[src/rtl/core/pec_pkg.sv]
// ----------------------------------------------------------------------------
// pec_pkg
// Shared types and codes of the pin entry access controller: item and
// result structs, event codes, item kinds, key codes and register indexes.
// ----------------------------------------------------------------------------
package pec_pkg;

  // event reported with every result
  typedef enum logic [3:0] {
    EvNone     = 4'd0,
    EvDigit    = 4'd1,
    EvGranted  = 4'd2,
    EvWrong    = 4'd3,
    EvLockout  = 4'd4,
    EvOpened   = 4'd5,
    EvClosed   = 4'd6,
    EvStatus   = 4'd7,
    EvLogout   = 4'd8,
    EvInvalid  = 4'd9,
    EvDoorbell = 4'd10
  } evt_e;

  // item kinds
  localparam logic [1:0] KindKey    = 2'd0;
  localparam logic [1:0] KindSerial = 2'd1;
  localparam logic [1:0] KindButton = 2'd2;

  // key and character codes
  localparam logic [7:0] ChZero    = 8'h30;
  localparam logic [7:0] ChNine    = 8'h39;
  localparam logic [7:0] ChHash    = 8'h23;
  localparam logic [7:0] ChStar    = 8'h2A;
  localparam logic [7:0] ChOpenU   = 8'h4F;
  localparam logic [7:0] ChOpenL   = 8'h6F;
  localparam logic [7:0] ChCloseU  = 8'h43;
  localparam logic [7:0] ChCloseL  = 8'h63;
  localparam logic [7:0] ChStatusU = 8'h53;
  localparam logic [7:0] ChStatusL = 8'h73;
  localparam logic [7:0] ChLogoutU = 8'h4C;
  localparam logic [7:0] ChLogoutL = 8'h6C;

  // configuration register indexes
  localparam logic CfgPinCode     = 1'b0;
  localparam logic CfgMaxFailures = 1'b1;

  // register reset values
  localparam logic [15:0] PinCodeReset     = 16'h2580;
  localparam logic [3:0]  MaxFailuresReset = 4'd3;
  localparam logic [3:0]  FailSaturate     = 4'd15;

  // one input item
  typedef struct packed {
    logic [1:0] kind;
    logic [7:0] char_code;
    logic       button_level;
  } item_t;

  // one result item
  typedef struct packed {
    evt_e       event_res;
    logic       door_open;
    logic       is_authenticated;
    logic [3:0] failures;
    logic       is_locked;
  } res_t;

endpackage

[src/rtl/core/pec_in_stage.sv]
// ----------------------------------------------------------------------------
// pec_in_stage
// Input register: holds one accepted item until the core consumes it.
// ----------------------------------------------------------------------------
module pec_in_stage (
  input  logic           clk_i,
  input  logic           rst_ni,
  input  logic           in_valid_i,
  input  pec_pkg::item_t item_i,
  input  logic           advance_i,
  output logic           in_stall_o,
  output logic           item_valid_o,
  output pec_pkg::item_t item_o
);

  logic           valid_q;
  pec_pkg::item_t item_q;
  logic           take;

  // stall only while a held item cannot move on
  assign in_stall_o = valid_q && !advance_i;
  assign take       = in_valid_i && !in_stall_o;

  // valid flag
  always_ff @(posedge clk_i or negedge rst_ni) begin
    if (!rst_ni) begin
      valid_q <= 1'b0;
    end else if (take) begin
      valid_q <= 1'b1;
    end else if (advance_i) begin
      valid_q <= 1'b0;
    end
  end

  // payload
  always_ff @(posedge clk_i) begin
    if (take) begin
      item_q <= item_i;
    end
  end

  assign item_valid_o = valid_q;
  assign item_o       = item_q;

endmodule

[src/rtl/core/pec_core.sv]
// ----------------------------------------------------------------------------
// pec_core
// Lock state and the per-item decision: digit entry and code compare,
// session commands, doorbell edge detect and lockout.
// ----------------------------------------------------------------------------
module pec_core #(
  parameter int CODE_LENGTH = 4
) (
  input  logic           clk_i,
  input  logic           rst_ni,
  input  logic           fire_i,
  input  pec_pkg::item_t item_i,
  input  logic [15:0]    pin_code_i,
  input  logic [3:0]     max_failures_i,
  output pec_pkg::res_t  res_o
);

  localparam int CntW = $clog2(CODE_LENGTH + 1);
  localparam int IdxW = (CODE_LENGTH > 1) ? $clog2(CODE_LENGTH) : 1;
  localparam logic [CntW-1:0] LastPos = CntW'(CODE_LENGTH - 1);
  localparam logic [CntW-1:0] FullCnt = CntW'(CODE_LENGTH);

  logic [3:0]      entry_q [CODE_LENGTH];
  logic [CntW-1:0] count_q, count_d;
  logic [3:0]      fail_q, fail_d;
  logic            auth_q, auth_d;
  logic            door_q, door_d;
  logic            lock_q, lock_d;
  logic            btn_q, btn_d;

  logic [3:0]      code_nib [CODE_LENGTH];
  logic [CntW-1:0] pos;
  logic [3:0]      digit;
  logic            is_digit;
  logic            dig_we;
  logic            match;
  logic [3:0]      fail_inc;
  pec_pkg::evt_e   ev;

  // code digit per entry position, zero beyond the register
  for (genvar g = 0; g < CODE_LENGTH; g++) begin : g_nib
    localparam int K = CODE_LENGTH - 1 - g;
    if (K < 4) begin : g_in
      assign code_nib[g] = pin_code_i[K*4 +: 4];
    end else begin : g_out
      assign code_nib[g] = 4'd0;
    end
  end

  // digit decode and compare of a full entry
  always_comb begin
    is_digit = (item_i.char_code >= pec_pkg::ChZero) &&
               (item_i.char_code <= pec_pkg::ChNine);
    // ascii digits keep their value in the low nibble
    digit    = item_i.char_code[3:0];
    pos      = (count_q >= FullCnt) ? '0 : count_q;
    match    = (digit == code_nib[CODE_LENGTH-1]);
    for (int i = 0; i < CODE_LENGTH - 1; i++) begin
      if (entry_q[i] != code_nib[i]) begin
        match = 1'b0;
      end
    end
    fail_inc = (fail_q == pec_pkg::FailSaturate) ? fail_q : fail_q + 4'd1;
  end

  // next state and event
  always_comb begin
    ev      = pec_pkg::EvNone;
    count_d = count_q;
    fail_d  = fail_q;
    auth_d  = auth_q;
    door_d  = door_q;
    lock_d  = lock_q;
    btn_d   = btn_q;
    dig_we  = 1'b0;
    if (!lock_q) begin
      if ((item_i.kind == pec_pkg::KindKey || item_i.kind == pec_pkg::KindSerial)
          && !auth_q) begin
        // code entry
        if (is_digit) begin
          if (pos != LastPos) begin
            dig_we  = 1'b1;
            count_d = CntW'(pos + 1'b1);
            ev      = pec_pkg::EvDigit;
          end else begin
            count_d = '0;
            if (match) begin
              fail_d = 4'd0;
              auth_d = 1'b1;
              ev     = pec_pkg::EvGranted;
            end else begin
              fail_d = fail_inc;
              if (fail_inc >= max_failures_i) begin
                lock_d = 1'b1;
                ev     = pec_pkg::EvLockout;
              end else begin
                ev = pec_pkg::EvWrong;
              end
            end
          end
        end
      end else if (item_i.kind == pec_pkg::KindKey) begin
        // keypad commands in session
        if (item_i.char_code == pec_pkg::ChHash) begin
          auth_d  = 1'b0;
          door_d  = 1'b0;
          count_d = '0;
          ev      = pec_pkg::EvLogout;
        end else if (item_i.char_code == pec_pkg::ChStar) begin
          ev = pec_pkg::EvStatus;
        end
      end else if (item_i.kind == pec_pkg::KindSerial) begin
        // serial commands in session
        unique case (item_i.char_code)
          pec_pkg::ChOpenU, pec_pkg::ChOpenL: begin
            door_d = 1'b1;
            ev     = pec_pkg::EvOpened;
          end
          pec_pkg::ChCloseU, pec_pkg::ChCloseL: begin
            door_d = 1'b0;
            ev     = pec_pkg::EvClosed;
          end
          pec_pkg::ChStatusU, pec_pkg::ChStatusL: begin
            ev = pec_pkg::EvStatus;
          end
          pec_pkg::ChLogoutU, pec_pkg::ChLogoutL: begin
            auth_d  = 1'b0;
            door_d  = 1'b0;
            count_d = '0;
            ev      = pec_pkg::EvLogout;
          end
          default: begin
            ev = pec_pkg::EvInvalid;
          end
        endcase
      end else if (item_i.kind == pec_pkg::KindButton) begin
        // doorbell on falling level
        if (!item_i.button_level && btn_q) begin
          ev = pec_pkg::EvDoorbell;
          if (!auth_q) begin
            count_d = '0;
          end
        end
        btn_d = item_i.button_level;
      end
    end
  end

  // control state
  always_ff @(posedge clk_i or negedge rst_ni) begin
    if (!rst_ni) begin
      count_q <= '0;
      fail_q  <= 4'd0;
      auth_q  <= 1'b0;
      door_q  <= 1'b0;
      lock_q  <= 1'b0;
      btn_q   <= 1'b1;
    end else if (fire_i) begin
      count_q <= count_d;
      fail_q  <= fail_d;
      auth_q  <= auth_d;
      door_q  <= door_d;
      lock_q  <= lock_d;
      btn_q   <= btn_d;
    end
  end

  // entry buffer
  always_ff @(posedge clk_i) begin
    if (fire_i && dig_we) begin
      entry_q[pos[IdxW-1:0]] <= digit;
    end
  end

  assign res_o = '{event_res:        ev,
                   door_open:        door_d,
                   is_authenticated: auth_d,
                   failures:         fail_d,
                   is_locked:        lock_d};

endmodule

[src/rtl/core/pec_out_stage.sv]
// ----------------------------------------------------------------------------
// pec_out_stage
// Result register: holds one result until the receiver takes it.
// ----------------------------------------------------------------------------
module pec_out_stage (
  input  logic          clk_i,
  input  logic          rst_ni,
  input  logic          load_i,
  input  pec_pkg::res_t res_i,
  input  logic          out_stall_i,
  output logic          ready_o,
  output logic          out_valid_o,
  output pec_pkg::res_t res_o
);

  logic          valid_q;
  pec_pkg::res_t res_q;

  // free when empty or when the held result leaves this cycle
  assign ready_o = !valid_q || !out_stall_i;

  // valid flag
  always_ff @(posedge clk_i or negedge rst_ni) begin
    if (!rst_ni) begin
      valid_q <= 1'b0;
    end else if (ready_o) begin
      valid_q <= load_i;
    end
  end

  // payload
  always_ff @(posedge clk_i) begin
    if (ready_o && load_i) begin
      res_q <= res_i;
    end
  end

  assign out_valid_o = valid_q;
  assign res_o       = res_q;

endmodule

[src/rtl/core/pin_entry_access_controller.sv]
// ----------------------------------------------------------------------------
// pin_entry_access_controller
// Keypad combination lock with failure count and permanent lockout.
// ----------------------------------------------------------------------------
// Input channel (in_valid_i / in_stall_o) carries one item per transfer: a
// keypad key, a serial character or a doorbell button sample. Every item
// gives exactly one result on the output channel (out_valid_o /
// out_stall_i): the event code and the door, session, failure and lock
// flags after the item.
// The item waits in the input register, then the decision logic loads
// the result register, from which the result can transfer to the receiver.
// Throughput is one item per cycle while the receiver does not stall;
// the lock state is updated as the item moves into the result register,
// so the next item sees it at once.
// When the receiver stalls, the result holds, one more item waits in the
// input register and then in_stall_o rises.
// The configuration port writes pin_code (index 0) or max_failures
// (index 1) on any cycle with cfg_we_i high; write it only while idle.
// Reset clears both channels, the session and lock flags and the failure
// count, and loads code 2580 and a limit of three wrong codes.
// ----------------------------------------------------------------------------
module pin_entry_access_controller #(
  parameter int CODE_LENGTH = 4
) (
  input  logic        clk_i,
  input  logic        rst_ni,
  // input channel
  input  logic        in_valid_i,
  output logic        in_stall_o,
  input  logic [1:0]  kind_i,
  input  logic [7:0]  char_code_i,
  input  logic        button_level_i,
  // output channel
  output logic        out_valid_o,
  input  logic        out_stall_i,
  output logic [3:0]  event_res_o,
  output logic        door_open_o,
  output logic        is_authenticated_o,
  output logic [3:0]  failures_o,
  output logic        is_locked_o,
  // configuration port
  input  logic        cfg_we_i,
  input  logic        cfg_index_i,
  input  logic [15:0] cfg_data_i
);

  logic           item_valid;
  logic           out_ready;
  logic           fire;
  pec_pkg::item_t in_item;
  pec_pkg::item_t item;
  pec_pkg::res_t  res_next;
  pec_pkg::res_t  res;
  logic [15:0]    pin_code_q;
  logic [3:0]     max_failures_q;

  // configuration registers
  always_ff @(posedge clk_i or negedge rst_ni) begin
    if (!rst_ni) begin
      pin_code_q     <= pec_pkg::PinCodeReset;
      max_failures_q <= pec_pkg::MaxFailuresReset;
    end else if (cfg_we_i) begin
      if (cfg_index_i == pec_pkg::CfgPinCode) begin
        pin_code_q <= cfg_data_i;
      end
      if (cfg_index_i == pec_pkg::CfgMaxFailures) begin
        max_failures_q <= cfg_data_i[3:0];
      end
    end
  end

  assign in_item = '{kind: kind_i, char_code: char_code_i, button_level: button_level_i};
  assign fire    = item_valid && out_ready;

  pec_in_stage u_in_stage (
    .clk_i        (clk_i),
    .rst_ni       (rst_ni),
    .in_valid_i   (in_valid_i),
    .item_i       (in_item),
    .advance_i    (out_ready),
    .in_stall_o   (in_stall_o),
    .item_valid_o (item_valid),
    .item_o       (item)
  );

  pec_core #(
    .CODE_LENGTH (CODE_LENGTH)
  ) u_core (
    .clk_i          (clk_i),
    .rst_ni         (rst_ni),
    .fire_i         (fire),
    .item_i         (item),
    .pin_code_i     (pin_code_q),
    .max_failures_i (max_failures_q),
    .res_o          (res_next)
  );

  pec_out_stage u_out_stage (
    .clk_i       (clk_i),
    .rst_ni      (rst_ni),
    .load_i      (item_valid),
    .res_i       (res_next),
    .out_stall_i (out_stall_i),
    .ready_o     (out_ready),
    .out_valid_o (out_valid_o),
    .res_o       (res)
  );

  assign event_res_o        = res.event_res;
  assign door_open_o        = res.door_open;
  assign is_authenticated_o = res.is_authenticated;
  assign failures_o         = res.failures;
  assign is_locked_o        = res.is_locked;

endmodule

[config.mk]
export PLATFORM = sky130hd
export DESIGN_NAME = pin_entry_access_controller
export DESIGN_NICKNAME = d
export VERILOG_FILES = /design/src/rtl/core/pec_pkg.sv /design/src/rtl/core/pec_in_stage.sv /design/src/rtl/core/pec_core.sv /design/src/rtl/core/pec_out_stage.sv /design/src/rtl/core/pin_entry_access_controller.sv
export SDC_FILE = /design/constraint.sdc
export NUM_CORES = 1
export LEC_CHECK = 0
export BUFFER_PORTS_ARGS = -buffer_cell sky130_fd_sc_hd__buf_2
export CORE_UTILIZATION = 26
export DETAILED_ROUTE_END_ITERATION = 7
export GPL_ROUTABILITY_DRIVEN = 0
export GPL_TIMING_DRIVEN = 0
export MAX_ROUTING_LAYER = met4
export PLACE_DENSITY_LB_ADDON = 0.1
export SYNTH_ARGS = -nofsm -noshare
export SYNTH_HDL_FRONTEND = slang
export SYNTH_SLANG_ARGS = --single-unit
[constraint.sdc]
create_clock -name clk_i -period 5.19 [get_ports clk_i]
set_clock_uncertainty 0.1 [all_clocks]
set_input_delay 0.519 -clock clk_i [delete_from_list [all_inputs] [get_ports clk_i]]
set_output_delay 0.519 -clock clk_i [all_outputs]
set_load 0.01 [all_outputs]
==> flow_metrics.py, run 1 <==
metrics = {
    "timing": {
        "grt_setup_unrepaired": "no",
        "max_freq_mhz": 367,
        "tightest_slew_ns": 0.875,
        "min_period_ns": 2.72,
        "setup_viol": 0,
        "tns_ns": 0,
        "relSlewSlack_pct": 41.3,
        "hold_viol_final": 0,
        "slew_viol_final": 0,
        "period_share_pct": 52.5,
    },
    "synth": {
        "synthSimpleGateAreaFrac_pct": 14.6,
        "synth_area_leaders": "edfxtp_1 31%, dfrtp_1 20%, mux2_2 7.1%",
        "synthFlopType": "edfxtp_1",
        "synth_top_cell_by_area": "edfxtp_1",
        "syn_inst": 260,
        "synth.distinct_cells": 57,
        "synth_edf_count": 34,
        "synth_top_family_by_area": "simple AND/OR/NAND/NOR gates",
        "yosys.area_share.adder_pct": 3.40,
        "synthArstFlopShare_pct": 49.3,
        "synth_compound_area_share_pct": 9.82,
        "ys_ff_latch": 67,
        "yosysSeqAreaShare_pct": 56.0,
        "yosysWarnings": 0,
        "synth-xor-area-share_pct": 5.21,
        "synthDominantCellAreaShare_pct": 30.8,
        "synth.most_common_cell": "edfxtp_1",
        "synthTopCellsByCount": "34 x edfxtp_1, 26 x dfrtp_1, 21 x mux2_2, 16 x xnor2_1, 15 x nand2_1",
        "synthMuxAreaShare_pct": 8.35,
        "syn_area_um2": 3310,
        "syn_nets": 302,
        "syn_area_per_cell_um2": 12.7,
    },
    "clocking": {
        "cts_buffers": 9,
        "cts_buffer_depth": 2,
        "clock_latency_ns": 0.32,
        "cts_tree": "yes",
        "post_cts_resized": 0,
        "postCtsSetupRepairBufs": 0,
        "cts.sinks": 67,
        "cts_max_level": 3,
        "cts_root_buffer": "clkbuf_16",
        "cts.reportedPaths.clkPinSlew_ns": 0.06,
        "cts-hold-fix-buffers": 0,
    },
    "worst_setup_path": {
        "r2r.worst_path.cells": 10,
        "r2r-start": "u_core.fail_q[0]",
        "crit_fanout": 6,
        "critPathSlowestCell": "dfrtp_1",
        "r2r_slack_ns": 2.47,
        "crit_arrival_ns": 2.68,
        "path_cells": "ha_1 > nand2_1 > or2_2 > o21ai_0 > inv_1 > ha_1 > nand2_1 > o21ai_0 > nor2b_1 > o22ai_1",
        "crit_type": "reg2reg",
        "crit_path_end_kind": "flip-flop",
        "worstPathRequired_ns": 5.14,
        "slowest_delay_ns": 0.44,
        "rr_endpoint": "u_out_stage.res_o[8]",
        "cp-start-kind": "flip-flop",
    },
    "floorplan": {
        "fp.dieH_um": 115,
        "ioPinCount": 46,
        "floorplan.initialDensity_pct": 27.1,
        "die_x_um": 115,
        "rows": 40,
        "core_um2": 12200,
        "die-area_um2": 13200,
    },
    "layout": {
        "fillers": 1275,
        "fin_nets": 358,
        "finalInstanceArea_um2": 4030,
        "diodes": 0,
        "areaGrowthSynthToFinish_pct": 21.6,
        "drive_above_1_share_pct": 34.9,
    },
    "power_and_ir_drop": {
        "leakagePower_nw": 1.67,
        "p_per_area_nw_per_um2": 334,
        "ir_worst_vdd_uv": 153,
    },
    "global_routing": {
        "grt_max_degree": 34,
        "grt_overflow": 0,
        "antenna_found_initial": 0,
        "grt_usage_pct": 11.7,
        "grt_pass1_wl_um": 11300,
        "grt_pass1_vias": 2226,
    },
    "routing": {
        "wire_per_inst_um": 14.0,
        "drc": 0,
        "drt_iter0_drc": 84,
        "via_count": 2157,
        "viasPerCell": 4.41,
        "firstDrtPassIters": 4,
        "routed_wl_um": 6840,
        "antenna_left": 0,
    },
    "placed_design": {
        "hpwlAfterDp_um": 4980,
        "io_buffers": 45,
        "dpl_cell_area_um2": 3750,
    },
    "min_path": {
        "holdCritPathClass": "in2async",
    },
    "job": {
        "maxCapViolCount": 0,
    },
    "run_status": {
        "status": "finished, final reports clean",
    },
}
==> area by class of cell <==
| type | count | area [µm²] | area share (%) |
|---|---|---|---|
| Inverter | 9 | 33.8 | 0.839 |
| Sequential cell | 67 | 1860 | 46.1 |
| Clock buffer | 12 | 256 | 6.37 |
| Multi-Input combinational cell | 176 | 1370 | 34.0 |
| Clock inverter | 4 | 22.5 | 0.559 |
| Buffer | 8 | 52.6 | 1.31 |
| Timing Repair Buffer | 45 | 225 | 5.59 |
| Tap cell | 168 | 210 | 5.22 |
==> worst max-delay path: cells and delay by family (launching register included) <==
kind | cells | cell delay, ns
compound gates | 3 | 0.55
fa+ha+maj | 2 | 0.56
buf+inv | 1 | 0.08
flops | 1 | 0.44
simple gates | 4 | 0.72
==> registers in the layout, summed over array words and instances (netlist names) <==
signal,cells
u_core.fail_q,4
u_core.auth_q,1
u_out_stage.out_valid_o,1
u_core.entry_q,12
u_core.btn_q,1
u_in_stage.item_o,11
u_in_stage.item_valid_o,1
u_out_stage.res_o,11
max_failures_q,4
u_core.count_q,3
u_core.door_q,1
u_core.lock_q,1
pin_code_q,16
==> metal layers <==
| layer | track usage (%) | vias to the layer above | part of all wire (%) |
|---|---|---|---|
| met4 | 4.68 | 0 | 1.7 |
| li1 | - | 1066 | - |
| met3 | 2.74 | 12 | 3.2 |
| met2 | 17.7 | 40 | 46 |
| met1 | 15.2 | 1039 | 50 |
| met5 | - | - | 0 |
==> logic make-up after synthesis <==
logic type	after synthesis
compound gates	47
xor+xnor	18
fa+ha+maj	9
buf+inv	17
flops	67
mux	24
simple gates	78
==> stage by stage <==
step	hold WS (ns)	worst slack, ns	cells	power, mW	utilization (%)
finish	0.180	2.47	489	1.34	33.0
global route	0.255	2.22	489	1.41	33.0
CTS	0.223	2.45	489	1.37	33.0
detailed placement	0.359	2.39	473	0.787	30.7
global placement	0.347	2.45	473	0.784	30.7
floorplan	0.123	2.86	260	0.734	-
==> worst max-delay path by stage <==
| stage | from | endpoint | depth (start not counted) |
|---|---|---|---|
| after floorplan | u_core.fail_q[0] | u_out_stage.res_o[0] | 9 |
| after global placement | out_stall_i | u_core.entry_q[2][0] | 5 |
| after detailed placement | out_stall_i | u_core.entry_q[2][1] | 5 |
| after CTS | u_core.fail_q[0] | u_out_stage.res_o[8] | 10 |
| after global routing | u_core.fail_q[0] | u_out_stage.res_o[8] | 10 |
| final | u_core.fail_q[0] | u_out_stage.res_o[8] | 10 |
==> placed cells by master, fill, tap and decap left out, types with 2 or more instances in the layout <==
cell        n
a21o_1      2
a21oi_1     8
a22o_1      3
a31oi_1     2
and2_1      6
and3_1      2
and4bb_2    2
buf_2      48
buf_6       2
clkbuf_1    3
clkbuf_16   9
clkbuf_8    2
clkinv_2    2
dfrtp_1    26
dfstp_2     7
edfxtp_1   34
ha_1        9
inv_1       9
inv_4       2
mux2_2     21
mux2_4      2
nand2_1    15
nand2b_1    6
nand3_1     9
nand4_1     7
nor2_1     10
nor2b_1     5
nor2b_2     2
nor3_1      2
nor3b_1     3
o211a_1     2
o21ai_0     9
o21ai_1     4
o21bai_1    3
xnor2_1    16
xnor2_2     2
==> power by group <==
group          switching [mW]  leakage [nW]  internal [mW]
sequential             0.0297         0.722          0.610
combinational          0.0634         0.801         0.0701
clock                   0.222         0.143          0.348
Note: power is estimated with default switching activity, not from simulation.
==> run 2: changes to the inputs <==
==> constraint.sdc (replaced) <==
create_clock -name clk_i -period 2.38 [get_ports clk_i]
set_clock_uncertainty 0.1 [all_clocks]
set_input_delay 0.238 -clock clk_i [delete_from_list [all_inputs] [get_ports clk_i]]
set_output_delay 0.238 -clock clk_i [all_outputs]
set_load 0.01 [all_outputs]
==> run 2 against run 1 <==
Against the previous run: hold slack worse by 0.17 ns; clock power up 120%; maximum frequency up 19%; sequential share of layout area down 2.5 points; largest cell class unchanged; design area up 5.8%; global-route usage up 0.22 points; setup slack worse by 2.4 ns; critical path depth down 3; count of clock-buffer cells in the layout unchanged.
==> flow_metrics.py, run 2 (synthesized netlist as in run 1, its figures left out) <==
metrics = {
    "routing": {
        "routed_wl_um": 7030,
        "drc": 0,
        "firstDrtPassIters": 5,
        "antenna_left": 0,
        "via_count": 2234,
        "drt_iter0_drc": 77,
        "wire_per_inst_um": 13.9,
        "viasPerCell": 4.42,
    },
    "timing": {
        "min_period_ns": 2.29,
        "max_freq_mhz": 437,
        "tightest_slew_ns": 0.802,
        "slew_viol_final": 0,
        "hold_viol_final": 0,
        "grt_setup_unrepaired": "yes",
        "period_share_pct": 96.2,
        "relSlewSlack_pct": 46.5,
        "setup_viol": 0,
        "fin_ws_ns": 0.0897,
    },
    "layout": {
        "final_cell_mix": "48 x buf_2, 34 x edfxtp_1, 24 x dfrtp_1",
        "largest_register_ffs": 16,
        "fillers": 1254,
        "areaGrowthSynthToFinish_pct": 28.6,
        "largest_register": "pin_code_q",
        "diodes": 0,
        "fin_nets": 374,
        "final_common_cell": "buf_2",
        "utilization_pct": 34.9,
        "drive_above_1_share_pct": 38.0,
    },
    "clocking": {
        "cts_tree": "yes",
        "cts.reportedPaths.clkPinSlew_ns": 0.06,
        "cts_buffers": 9,
        "cts_buffer_depth": 2,
        "cts_root_buffer": "clkbuf_16",
        "cts_max_level": 3,
        "clock_latency_ns": 0.32,
        "cts.sinks": 67,
    },
    "worst_setup_path": {
        "crit_fanout": 10,
        "path_cells": "buf_6 > xnor2_2 > nand4_1 > nor4_4 > buf_4 > nor2b_2 > mux2_4",
        "r2r-start": "u_in_stage.item_o[3]",
        "cp-start-kind": "flip-flop",
        "crit_path_end_kind": "flip-flop",
        "r2r.worst_path.cells": 7,
        "crit_type": "reg2reg",
        "worstPathRequired_ns": 2.36,
        "r2r_slack_ns": 0.09,
        "slowest_delay_ns": 0.48,
        "crit_arrival_ns": 2.27,
        "rr_endpoint": "u_out_stage.res_o[4]",
        "critPathSlowestCell": "edfxtp_1",
    },
    "floorplan": {
        "die-area_um2": 13200,
        "rows": 40,
        "die_x_um": 115,
        "floorplan.initialDensity_pct": 27.1,
        "core_um2": 12200,
        "fp.dieH_um": 115,
        "ioPinCount": 46,
    },
    "min_path": {
        "whs_path_depth": 2,
        "holdCritPathClass": "in2reg",
        "hold_end": "u_in_stage.item_valid_o",
        "min-delay-start": "in_valid_i",
    },
    "global_routing": {
        "grt_pass1_vias": 2302,
        "antenna_found_initial": 0,
        "grt_max_degree": 34,
        "grt_pass1_wl_um": 11600,
        "grt_overflow": 0,
        "grt_usage_pct": 12.0,
    },
    "power_and_ir_drop": {
        "p_switching_mw": 0.700,
        "pwr-share-seq_pct": 47.0,
        "p_int_mw": 2.26,
        "p_per_area_nw_per_um2": 695,
        "ir_worst_vdd_uv": 340,
        "leakagePower_nw": 1.78,
        "p_comb_share_pct": 10.8,
        "p_sw_share_pct": 23.6,
        "clkPwrFrac_pct": 42.2,
    },
    "job": {
        "maxCapViolCount": 0,
    },
    "placed_design": {
        "pre_cts_ws_ns": -0.337,
        "hpwlAfterDp_um": 4980,
        "io_buffers": 45,
    },
    "run_status": {
        "status": "finished, final reports clean",
    },
}
run 2: cell types whose count changed in the layout (fill, tap and decap cells not counted), moves of 2 or more:
cell / delta
dfrtp_1: -2
ha_1: -2
dlygate4sd3_1: +12
buf_4: +4
dfrtp_2: +2
o21ai_0: -2
run 2: through the flow:
stage / cells / hold WS [ns] / setup TNS (ns) / total power [mW] / area (µm²)
after CTS: 503 / 0.00490 / 0 / 3.00 / 4190
after detailed placement: 473 / 0.296 / -3.24 / 1.72 / 3750
final: 505 / 0.0117 / 0 / 2.96 / 4260
after global routing: 505 / 0.0194 / -0.0396 / 3.10 / 4260
after floorplan: 260 / -0.158 / 0 / 1.60 / 3310
after global placement: 473 / 0.288 / -2.38 / 1.71 / 3750
run 2: final cells by class:
class	instances	area (µm²)	share of cell area [%]
repair buffers	61	375	8.81
clock inverters	4	22.5	0.529
multi-input cells	176	1450	34.0
plain buffers	8	52.6	1.23
flip-flops and latches	67	1860	43.6
inverters	9	33.8	0.793
well taps	168	210	4.94
clock buffers	12	256	6.02
run 2: worst max-delay path by stage:
stage                               startpoint              endpoint  slack (ns)
final                     u_in_stage.item_o[3]  u_out_stage.res_o[4]        0.09
after global routing      u_in_stage.item_o[3]  u_out_stage.res_o[4]       -0.02
after CTS                     u_core.fail_q[0]  u_out_stage.res_o[8]       0.007
after detailed placement      u_core.fail_q[0]  u_out_stage.res_o[8]       -0.34
after global placement        u_core.fail_q[0]  u_out_stage.res_o[8]       -0.32
after floorplan               u_core.fail_q[0]  u_out_stage.res_o[0]        0.05
run 2: layer usage:
metal	global-route usage [%]	wire length, µm	vias to the layer above
met3	2.74	264	12
met5	-	0	-
met4	4.68	112	0
met1	15.4	3410	1082
li1	-	-	1094
met2	18.2	3240	46
run 2: timing repair:
action | 4_1_cts | 5_1_grt
hold buffers | 12 | 0
setup buffers | 2 | 2
setup endpoints to repair | 17 | 22
gates resized for setup | 8 | 11
cloned | 0 | 0
endpoints found under the hold margin | 37 | 0
run 2: power groups by stage:
| stage | logic, mW | registers, mW | clock network (mW) |
|---|---|---|---|
| global route | 0.361 | 1.41 | 1.33 |
| CTS | 0.316 | 1.40 | 1.29 |
| floorplan | 0.198 | 1.40 | 0 |
| detailed placement | 0.298 | 1.42 | 0 |
| global placement | 0.294 | 1.42 | 0 |
| finish | 0.321 | 1.39 | 1.25 |
run 2: critical path, delay by kind of cell, from the launching register on:
family,cells,cell delay [ns]
flip-flops,1,0.48
buffers and inverters,2,0.44
multiplexers,1,0.25
XOR/XNOR,1,0.14
AND/OR/NAND/NOR,3,0.62
